===== src/hw/rtl/sle_pkg.sv =====
package sle_pkg;

    localparam int CMD_W    = 3;
    localparam int POS_W    = 7;
    localparam int IO_DATA_W = 32;
    localparam int STATUS_W = 2;
    localparam int INDEX_W  = 7;
    localparam int COUNT_W  = 7;

    localparam logic [INDEX_W-1:0] NONE_INDEX = '1;

    typedef enum logic [CMD_W-1:0] {
        CMD_INSERT      = 3'd0,
        CMD_APPEND      = 3'd1,
        CMD_DELETE_LAST = 3'd2,
        CMD_SEARCH      = 3'd3,
        CMD_CLEAR       = 3'd4
    } t_cmd;

    typedef enum logic [STATUS_W-1:0] {
        ST_OK       = 2'd0,
        ST_ERROR    = 2'd1,
        ST_OVERFLOW = 2'd2
    } t_status;

    typedef enum logic [1:0] {
        CELL_HOLD   = 2'd0,
        CELL_INSERT = 2'd1,
        CELL_SEARCH = 2'd2
    } t_cell_op;

endpackage


===== src/hw/rtl/sle_first_match.sv =====
module sle_first_match
    import sle_pkg::*;
#(
    parameter int CAPACITY = 64,
    parameter int IDX_W    = 6
) (
    input  logic [CAPACITY-1:0] i_match,
    output logic                o_any,
    output logic [IDX_W-1:0]    o_index
);

    logic [CAPACITY-1:0] lowest;

    // Isolating the lowest set bit leaves a one-hot vector that encodes directly.
    assign lowest = i_match & (~i_match + CAPACITY'(1));
    assign o_any  = |i_match;

    always_comb begin
        o_index = '0;
        for (int i = 0; i < CAPACITY; i++) begin
            o_index = o_index | (lowest[i] ? IDX_W'(i) : '0);
        end
    end

endmodule


===== config.mk =====
export PLATFORM = sky130hd
export DESIGN_NAME = sle_first_match
export DESIGN_NICKNAME = d
export VERILOG_FILES = /design/src/hw/rtl/sle_pkg.sv /design/src/hw/rtl/sle_first_match.sv
export SDC_FILE = /design/constraint.sdc
export NUM_CORES = 1
export LEC_CHECK = 0
export BUFFER_PORTS_ARGS = -buffer_cell sky130_fd_sc_hd__buf_2
export CAP_MARGIN = 15
export CORE_MARGIN = 5
export CORE_UTILIZATION = 32
export DETAILED_ROUTE_END_ITERATION = 7
export GPL_ROUTABILITY_DRIVEN = 0
export SYNTH_ARGS = -nofsm -noshare
export SYNTH_HDL_FRONTEND = slang
export SYNTH_SLANG_ARGS = --single-unit

===== constraint.sdc =====
create_clock -name vclk -period 5.6
set_input_delay 0.56 -clock vclk [all_inputs]
set_output_delay 0.56 -clock vclk [all_outputs]
set_load 0.05 [all_outputs]

==> impl_metrics.csv <==
group,metric,value,unit
worst_setup_path,crit_type,"in -> out",
global_routing,grt_pass1_vias,1704,
die,die_h,74.83,µm
route,drt_iter0_drc,111,
timing,max_freq,245.2,MHz
worst_setup_path,required,5.04,ns
power,leakage,0.6110,nW
timing,rsz0062_at_grt,"no",
route,drt-total-wl,4934,µm
cells_and_area,area_growth,29.02,%
die,io_pins,71,
synth,ys_warn_count,0,
cells_and_area,layout_commonest_cell,"buf_2",
worst_setup_path,arrival,3.52,ns
synth,synthCells,210,
run_status,status,"finished clean",
clocking,ctsResizeCount,0,
global_routing,grt_max_degree,17,
cells_and_area,nets,342,
worst_setup_path,path_cells,"buf_2 -> nor4_1 -> nand4_1 -> or4_1 -> nor3_1 -> and4b_1 -> o311ai_1 -> buf_2",
synth,synth_top_cell_by_area,"nor2_1",
worst_setup_path,start_kind,"input port",
die,num_rows,23,
timing,slew_viol_final,0,
placement,placed_cell_area,0.001735,mm²
synth,ys_top_cells_by_area,"nor2_1 (7.5%), nor4_1 (7.4%), nor3_1 (6.3%)",
synth,syn_area_per_cell,6.405,µm²
synth,yosysSeqAreaShare,0,%
worst_setup_path,crit_top_cell,"buf_2",
route,vias,1999,
worst_setup_path,crit_fanout,16,
worst_setup_path,crit_slowest_cell,"or4_1",
route,drc_errors,0,
worst_setup_path,cp-end-kind,"output port",
timing,min_period_over_period,72.83,%
power,power_density,48.68,mW/mm²
global_routing,grt_util_all_layers,16.52,%
cells_and_area,regArea,0,µm²
synth,synth_nets,274,
route,dr.pass1.iters,5,
die,core-area,0.004029,mm²
cells_and_area,num_antenna_cells,0,
timing,min_period,4.078,ns
worst_setup_path,crit_path_max_incr_delay,0.90,ns
hold_path,hold_path_class,"in -> out",
timing,relSlewSlack,44.27,%
cells_and_area,final_cell_mix,"buf_2 (71), nor2_1 (27), nor3_1 (17), nor4_1 (16)",
route,wl_per_cell,15.13,µm
power,ir_drop,0.02005,mV
placement,hpwlAfterDp,4263,µm
placement,numPortBuffers,71,
synth,syn_area,0.001345,mm²
route,vias_per_cell,6.132,
cells_and_area,clkbuf_count,0,
power,power,0.08448,mW
global_routing,gr-total-overflow,0,
route,postRouteAntennaNets,0,
global_routing,antenna_found_initial,0,
timing,tightestPinTransition,0.8284,ns
die,die-area,0.005600,mm²
die,die_w,74.83,µm
timing,hold_viol,0,
cells_and_area,multi_input_area,0.001284,mm²
global_routing,grt_pass1_wl,7693,µm
cells_and_area,seq_cell_count,0,
flow_run,maxCapViolations,0,
die,initial_utilization,33.39,%
cells_and_area,drive_gt1_share,29.35,%
timing,tns,0,ns
timing,finalSetupViolCount,0,
clocking,cts_setup_buffers,0,
cells_and_area,n_fill_cell,460,
clocking,ctsHoldBuffers,0,
synth,synthDistinctLibCells,54,
cells_and_area,final_area,0.001735,mm²
synth,yosysTopAreaCellShare,7.535,%
==> cell type report <==
cell class,instances,area share (%)
Inverter,9,1.947
Tap cell,50,3.605
Multi-Input combinational cell,196,73.97
Timing Repair Buffer,71,20.48
==> logic make-up (layout without fill, tap and decap cells) <==
group	Yosys count	in the layout	share of synthesized area, %
buffers and inverters	14	80	4.557
AOI/OAI and AO/OA	60	60	32.84
and+or+nand+nor	136	136	62.61
==> synth_stat cells (all sizes together), types with 2 or more instances <==
cell	count
a22oi	3
nor2b	3
o21a	2
nand3	8
or3	8
nand2	9
a311oi	4
a2111oi	2
nand4	10
o21ai	4
a31oi	7
clkbuf	3
nor3b	5
o311ai	3
nor4	22
and2	2
a211oi	3
nand3b	3
nor2	27
nor3	18
or2	4
buf	2
a41oi	4
or4	4
inv	9
a21oi	10
nand2b	6
o32ai	3
o31ai	2
o21bai	3
==> stage by stage <==
stage / hold slack (ns) / util [%] / setup slack (ns) / instances
after floorplan: 1.476 / - / 2.371 / 210
after global placement: 1.547 / 43.07 / 1.632 / 326
after detailed placement: 1.547 / 43.07 / 1.548 / 326
after CTS: 1.549 / 43.07 / 1.536 / 326
after global routing: 1.551 / 43.07 / 1.179 / 326
final: 1.542 / 43.07 / 1.522 / 326
==> critical path, delay by kind of cell <==
| kind | cells | cell delay, ns |
|---|---|---|
| and+or+nand+nor | 5 | 2.44 |
| AOI/OAI and AO/OA | 1 | 0.09 |
| buffers and inverters | 2 | 0.43 |
==> per-layer routing <==
metal	vias up	part of all wire, %	track usage (%)
met2	95	45	25.92
li1	1005	-	-
met3	2	8.7	0.6676
met4	0	0.32	0.3953
met5	-	0	0
met1	897	46	26.11
==> report_power, final <==
group	internal [mW]	leakage (nW)	switching, mW
Sequential	0	0	0
Clock	0	0	0
Combinational	0.0343	0.611	0.0502
Total	0.0343	0.611	0.0502
==> worst paths after layout <==
check | endpoint | cells after the start | slack, ns | start
worst max-delay path | o_index[4] | 8 | 1.52 | i_match[15]
worst min-delay path | o_any | 4 | 1.54 | i_match[63]
No activity file was read; power rests on OpenSTA's default activity.
