`src/hw/rtl/sle_pkg.sv`:
```
package sle_pkg;

    localparam int CMD_W    = 3;
    localparam int POS_W    = 7;
    localparam int IO_DATA_W = 32;
    localparam int STATUS_W = 2;
    localparam int INDEX_W  = 7;
    localparam int COUNT_W  = 7;

    localparam logic [INDEX_W-1:0] NONE_INDEX = '1;

    typedef enum logic [CMD_W-1:0] {
        CMD_INSERT      = 3'd0,
        CMD_APPEND      = 3'd1,
        CMD_DELETE_LAST = 3'd2,
        CMD_SEARCH      = 3'd3,
        CMD_CLEAR       = 3'd4
    } t_cmd;

    typedef enum logic [STATUS_W-1:0] {
        ST_OK       = 2'd0,
        ST_ERROR    = 2'd1,
        ST_OVERFLOW = 2'd2
    } t_status;

    typedef enum logic [1:0] {
        CELL_HOLD   = 2'd0,
        CELL_INSERT = 2'd1,
        CELL_SEARCH = 2'd2
    } t_cell_op;

endpackage

```
`src/hw/rtl/sle_cell.sv`:
```
module sle_cell
    import sle_pkg::*;
#(
    parameter int DATA_WIDTH = 32,
    parameter int SLOT_W     = 7,
    parameter int INDEX      = 0
) (
    input  logic                  i_clk,
    input  t_cell_op              i_op,
    input  logic [SLOT_W-1:0]     i_slot,
    input  logic [SLOT_W-1:0]     i_fill,
    input  logic [SLOT_W-1:0]     i_tail_sel,
    input  logic [DATA_WIDTH-1:0] i_key,
    input  logic [DATA_WIDTH-1:0] i_prev,
    output logic [DATA_WIDTH-1:0] o_data,
    output logic                  o_match,
    output logic [DATA_WIDTH-1:0] o_tail
);

    localparam logic [SLOT_W-1:0] IDX = SLOT_W'(INDEX);

    logic [DATA_WIDTH-1:0] r_data;
    logic                  r_match;

    // An insert writes the key at its slot and moves every live entry at or above it up by one.
    // A search result is held until the next search so that a stalled output still sees it.
    always_ff @(posedge i_clk) begin
        case (i_op)
            CELL_INSERT: begin
                if (IDX == i_slot) begin
                    r_data <= i_key;
                end else if ((IDX > i_slot) && (IDX <= i_fill)) begin
                    r_data <= i_prev;
                end
            end
            CELL_SEARCH: begin
                r_match <= (IDX < i_fill) && (r_data == i_key);
            end
            default: begin
            end
        endcase
    end

    assign o_data  = r_data;
    assign o_match = r_match;
    assign o_tail  = (IDX == i_tail_sel) ? r_data : '0;

endmodule

```
`config.mk`:
```
export PLATFORM = sky130hd
export DESIGN_NAME = sle_cell
export DESIGN_NICKNAME = d
export VERILOG_FILES = /design/src/hw/rtl/sle_pkg.sv /design/src/hw/rtl/sle_cell.sv
export SDC_FILE = /design/constraint.sdc
export NUM_CORES = 1
export LEC_CHECK = 0
export BUFFER_PORTS_ARGS = -buffer_cell sky130_fd_sc_hd__buf_2
export CAP_MARGIN = 20
export CORE_MARGIN = 5
export CORE_UTILIZATION = 36
export CTS_CLUSTER_SIZE = 8
export DETAILED_ROUTE_END_ITERATION = 16
export PLACE_DENSITY = 0.87
export SYNTH_ARGS = -nofsm -noshare
export SYNTH_HDL_FRONTEND = slang
export SYNTH_SLANG_ARGS = --single-unit
```
`constraint.sdc`:
```
create_clock -name i_clk -period 4.4 [get_ports i_clk]
set_input_delay 0.88 -clock i_clk [delete_from_list [all_inputs] [get_ports i_clk]]
set_output_delay 0.88 -clock i_clk [all_outputs]
set_load 0.01 [all_outputs]
```
==> metrics.md <==
| Metric | Value |
|---|---|
| CP top delay family | simple AND/OR/NAND/NOR gates |
| Worst path arrival time | 2290 ps |
| Share of Yosys cell area claimed by the top area cell type | 0.4880 |
| Crit path time final | 3167 ps |
| Number of buffer cells added on primary ports | 152 |
| Core area | 5507 sq um |
| Global-route wire length before repair | 8.859 mm |
| Total area of multi-input combinational cells | 1015 sq um |
| Max Clk Rate | 315.8 MHz |
| DRC violation count after routing | 0 |
| Pwr Density | 212.5 nW/um^2 |
| Worst skew pair latency | 270 ps |
| TritonCTS clock tree | done |
| Slew at the pin closest to its max-slew limit | 725.9 ps |
| Final Max Tran Viols | 0 |
| Cell-by-cell listing of the critical path | buf_2, or4_4, nor4_4, buf_4, and2_2, buf_2 |
| CTS hold repair buffers | 0 |
| Count of standard-cell rows | 27 |
| Number of endpoints with negative hold slack in the final report | 0 |
| Required time reported for the critical path endpoint | 3520 ps |
| Total grt overflow | 0 |
| Critical path endpoint category | output pin |
| Num CTS Buffers | 5 |
| Fraction of synthesized cell area in xor and xnor cells | 0.1380 |
| Most common cell on crit path | sky130_fd_sc_hd__buf_2 |
| Min setup slack post-route | 1233 ps |
| Number of failing setup endpoints in the final timing report | 0 |
| Clock Skews | 3.090 ps |
| Number of sinks on the clock net | 33 |
| Reg2reg setup slack | 2680 ps |
| Async set-reset flop share out of synthesis | 0 |
| Worst hold margin | 765.2 ps |
| Fill cell total of the finished layout | 484 |
| Instance count of the mapped netlist | 155 |
| Buffering stage count on the worst path with inverters included | 3 |
| Flops & latches, synth | 33 |
| Sequential Area | 991.0 sq um |
| Largest fanout on the critical path | 32 |
| Worst max-slew margin expressed relative to the limit | 0.5149 |
| Detailed-route wire length | 5.595 mm |
| Number of antenna violations at the first check in global routing | 0 |
| Violation count after the first detailed-route iteration | 49 |
| Critical Setup Path Class | input pin to output pin |
| Area fraction in compound gates after synthesis | 0.004313 |
| Post-synthesis cell type count | 18 |
| Growth of design area from synthesis to finish | 45.78% |
| Initial core utilization | 0.3688 |
| Crit path largest cell delay | 530 ps |
| Most area-consuming cells after synthesis | sky130_fd_sc_hd__edfxtp_1 (49%), sky130_fd_sc_hd__mux2_2 (18%), sky130_fd_sc_hd__xor2_1 (12%) |
| Total inserted antenna cells | 0 |
| Layout cells sized above 1 | 0.7010 |
| Overall die area | 7243 sq um |
| Final-stage net count | 400 |
| Count of flip-flops with a built-in enable after synthesis | 33 |
| Setup repair after global routing missed its margin | false |
| Setup bufs post-CTS | 0 |
| Die outline height | 85.11 um |
| ANT nets after route | 0 |
| CTS Root Buffer Type | sky130_fd_sc_hd__clkbuf_8 |
| Multiplexer fraction of the synthesized cell area | 0.1774 |
| Number of detailed-routing iterations run before antenna repair | 4 |
| Post-synthesis simple-gate area fraction | 0.1774 |
| Cell accounting for the most synthesized area | sky130_fd_sc_hd__edfxtp_1 |
| Reported max-cap violation count | 0 |
| Final worst-path cycle share | 0.7197 |
| Syn. warnings | 0 |
| HPWL Detailed | 4.688 mm |
| Total Negative Setup Slacks | 0 ps |
| Num ports | 153 |
| Register area share after synthesis | 0.4880 |
| Cell area after technology mapping | 2031 sq um |
| Minimum setup slack after placement | 1224 ps |
| Global placement routability congestion | 0.8846 |
| Post-synthesis adder-cell area fraction | 0 |
| GRT Util Overall | 0.1509 |
| Class of the worst hold path | flop to flop |
| Number of global-route vias before repair | 1927 |
| Number of nets produced by synthesis | 243 |
| Largest net degree at the start of global routing | 33 |
| Total via count in the routed design | 1808 |
| Die Width | 85.11 um |
| Dominant synthesized flop cell | sky130_fd_sc_hd__edfxtp_1 |
| Via count normalized by instance count | 4.721 |
| Status | complete, no violations |
| Detailed-route wire length per cell | 14.61 um |
| Peak supply drop | 0.1178 mV |
| Clock transition time at the flip-flop clock pins of the worst setup and hold paths | 60 ps |
| Count of instances resized after the clock tree is built | 0 |
| Maximum buffer depth of the clock tree | 2 |
| Nature of the critical path startpoint | input pin |
| Leak | 1.406 nW |
| Level count of the clock H-tree | 2 |
| Critical-path top delay cell | sky130_fd_sc_hd__or4_4 |
| Top-count cell post-synth | sky130_fd_sc_hd__edfxtp_1 |
| Post-synth top cells | sky130_fd_sc_hd__edfxtp_1 (33), sky130_fd_sc_hd__mux2_2 (32), sky130_fd_sc_hd__xor2_1 (28) |
| Combinational family with the most area after synthesis | multiplexers |
| Post-synthesis average cell area | 13.10 sq um |
routing by layer:
| layer | track usage | part of all wire | vias to the layer above |
|---|---|---|---|
| met5 | 0 | 0 | - |
| met4 | 0.04317 | 0.015 | 0 |
| met3 | 0.05340 | 0.10 | 9 |
| met2 | 0.2790 | 0.53 | 92 |
| met1 | 0.1604 | 0.36 | 836 |
| li1 | - | - | 871 |
cell type report:
cell class / instances / share of cell area
Multi-Input combinational cell: 116 / 0.3428
Sequential cell: 33 / 0.3347
Timing Repair Buffer: 156 / 0.2671
Tap cell: 72 / 0.03043
Clock buffer: 5 / 0.02325
Clock inverter: 1 / 0.001691
layout by cell type, fill, tap and decap left out:
| master | synthesis | routed |
|---|---|---|
| sky130_fd_sc_hd__edfxtp_1 | 33 | 33 |
| sky130_fd_sc_hd__xor2_1 | 28 | 28 |
| sky130_fd_sc_hd__nor4_1 | 9 | 9 |
| sky130_fd_sc_hd__and2_2 | 21 | 21 |
| sky130_fd_sc_hd__and2_1 | 11 | 11 |
| sky130_fd_sc_hd__clkbuf_8 | 0 | 5 |
| sky130_fd_sc_hd__nand3_1 | 1 | 1 |
| sky130_fd_sc_hd__mux2_2 | 32 | 32 |
| sky130_fd_sc_hd__clkinv_2 | 0 | 1 |
| sky130_fd_sc_hd__nor2b_1 | 1 | 1 |
| sky130_fd_sc_hd__nor4_4 | 1 | 1 |
| sky130_fd_sc_hd__nand4_1 | 2 | 2 |
| sky130_fd_sc_hd__buf_2 | 3 | 152 |
| sky130_fd_sc_hd__buf_4 | 0 | 4 |
| sky130_fd_sc_hd__xnor2_1 | 4 | 4 |
| sky130_fd_sc_hd__a2111oi_0 | 1 | 1 |
| sky130_fd_sc_hd__nand2_1 | 1 | 1 |
| sky130_fd_sc_hd__nor3_1 | 2 | 2 |
| sky130_fd_sc_hd__or4_4 | 1 | 1 |
| sky130_fd_sc_hd__nor3b_2 | 0 | 1 |
registers in the layout, summed over array words and instances, names as in the netlist:
signal	cells
o_match	1
o_data	32
power by group:
part / switching, mW / internal [mW] / total (mW)
clock: 0.0980 / 0.104 / 0.202
sequential: 0.000509 / 0.347 / 0.347
combinational: 0.0308 / 0.0494 / 0.0802
final timing paths:
kind                      to  cells past startpoint           from
setup / recovery  o_tail[23]                      6  i_tail_sel[2]
hold / removal       o_match                      3     o_data[26]
setup reg to reg     o_match                      4      o_data[8]
hold reg to reg      o_match                      3     o_data[26]
worst min-delay path, stage by stage, from the launching register on:
cell and delay [ps]:
sky130_fd_sc_hd__edfxtp_1 370, sky130_fd_sc_hd__xnor2_1 70, sky130_fd_sc_hd__nand4_1 90, sky130_fd_sc_hd__a2111oi_0 60
cell families (layout without fill, tap and decap cells):
family          count (synthesis)  in the layout
xor+xnor                       32             32
compound gates                  1              1
simple gates                   51             51
mux                            32             32
flops                          33             33
buf+inv                         6            162
per-stage QoR:
step	instances	total power, mW	cell area, sq um	util
final	383	0.6292	2960	0.5376
after global routing	383	0.6605	2960	0.5376
after CTS	383	0.6391	2960	0.5376
after detailed placement	377	0.4346	2887	0.5242
after global placement	377	0.4319	2887	0.5242
after floorplan	155	0.3840	2031	-
No activity file was read; power rests on OpenSTA's default activity.
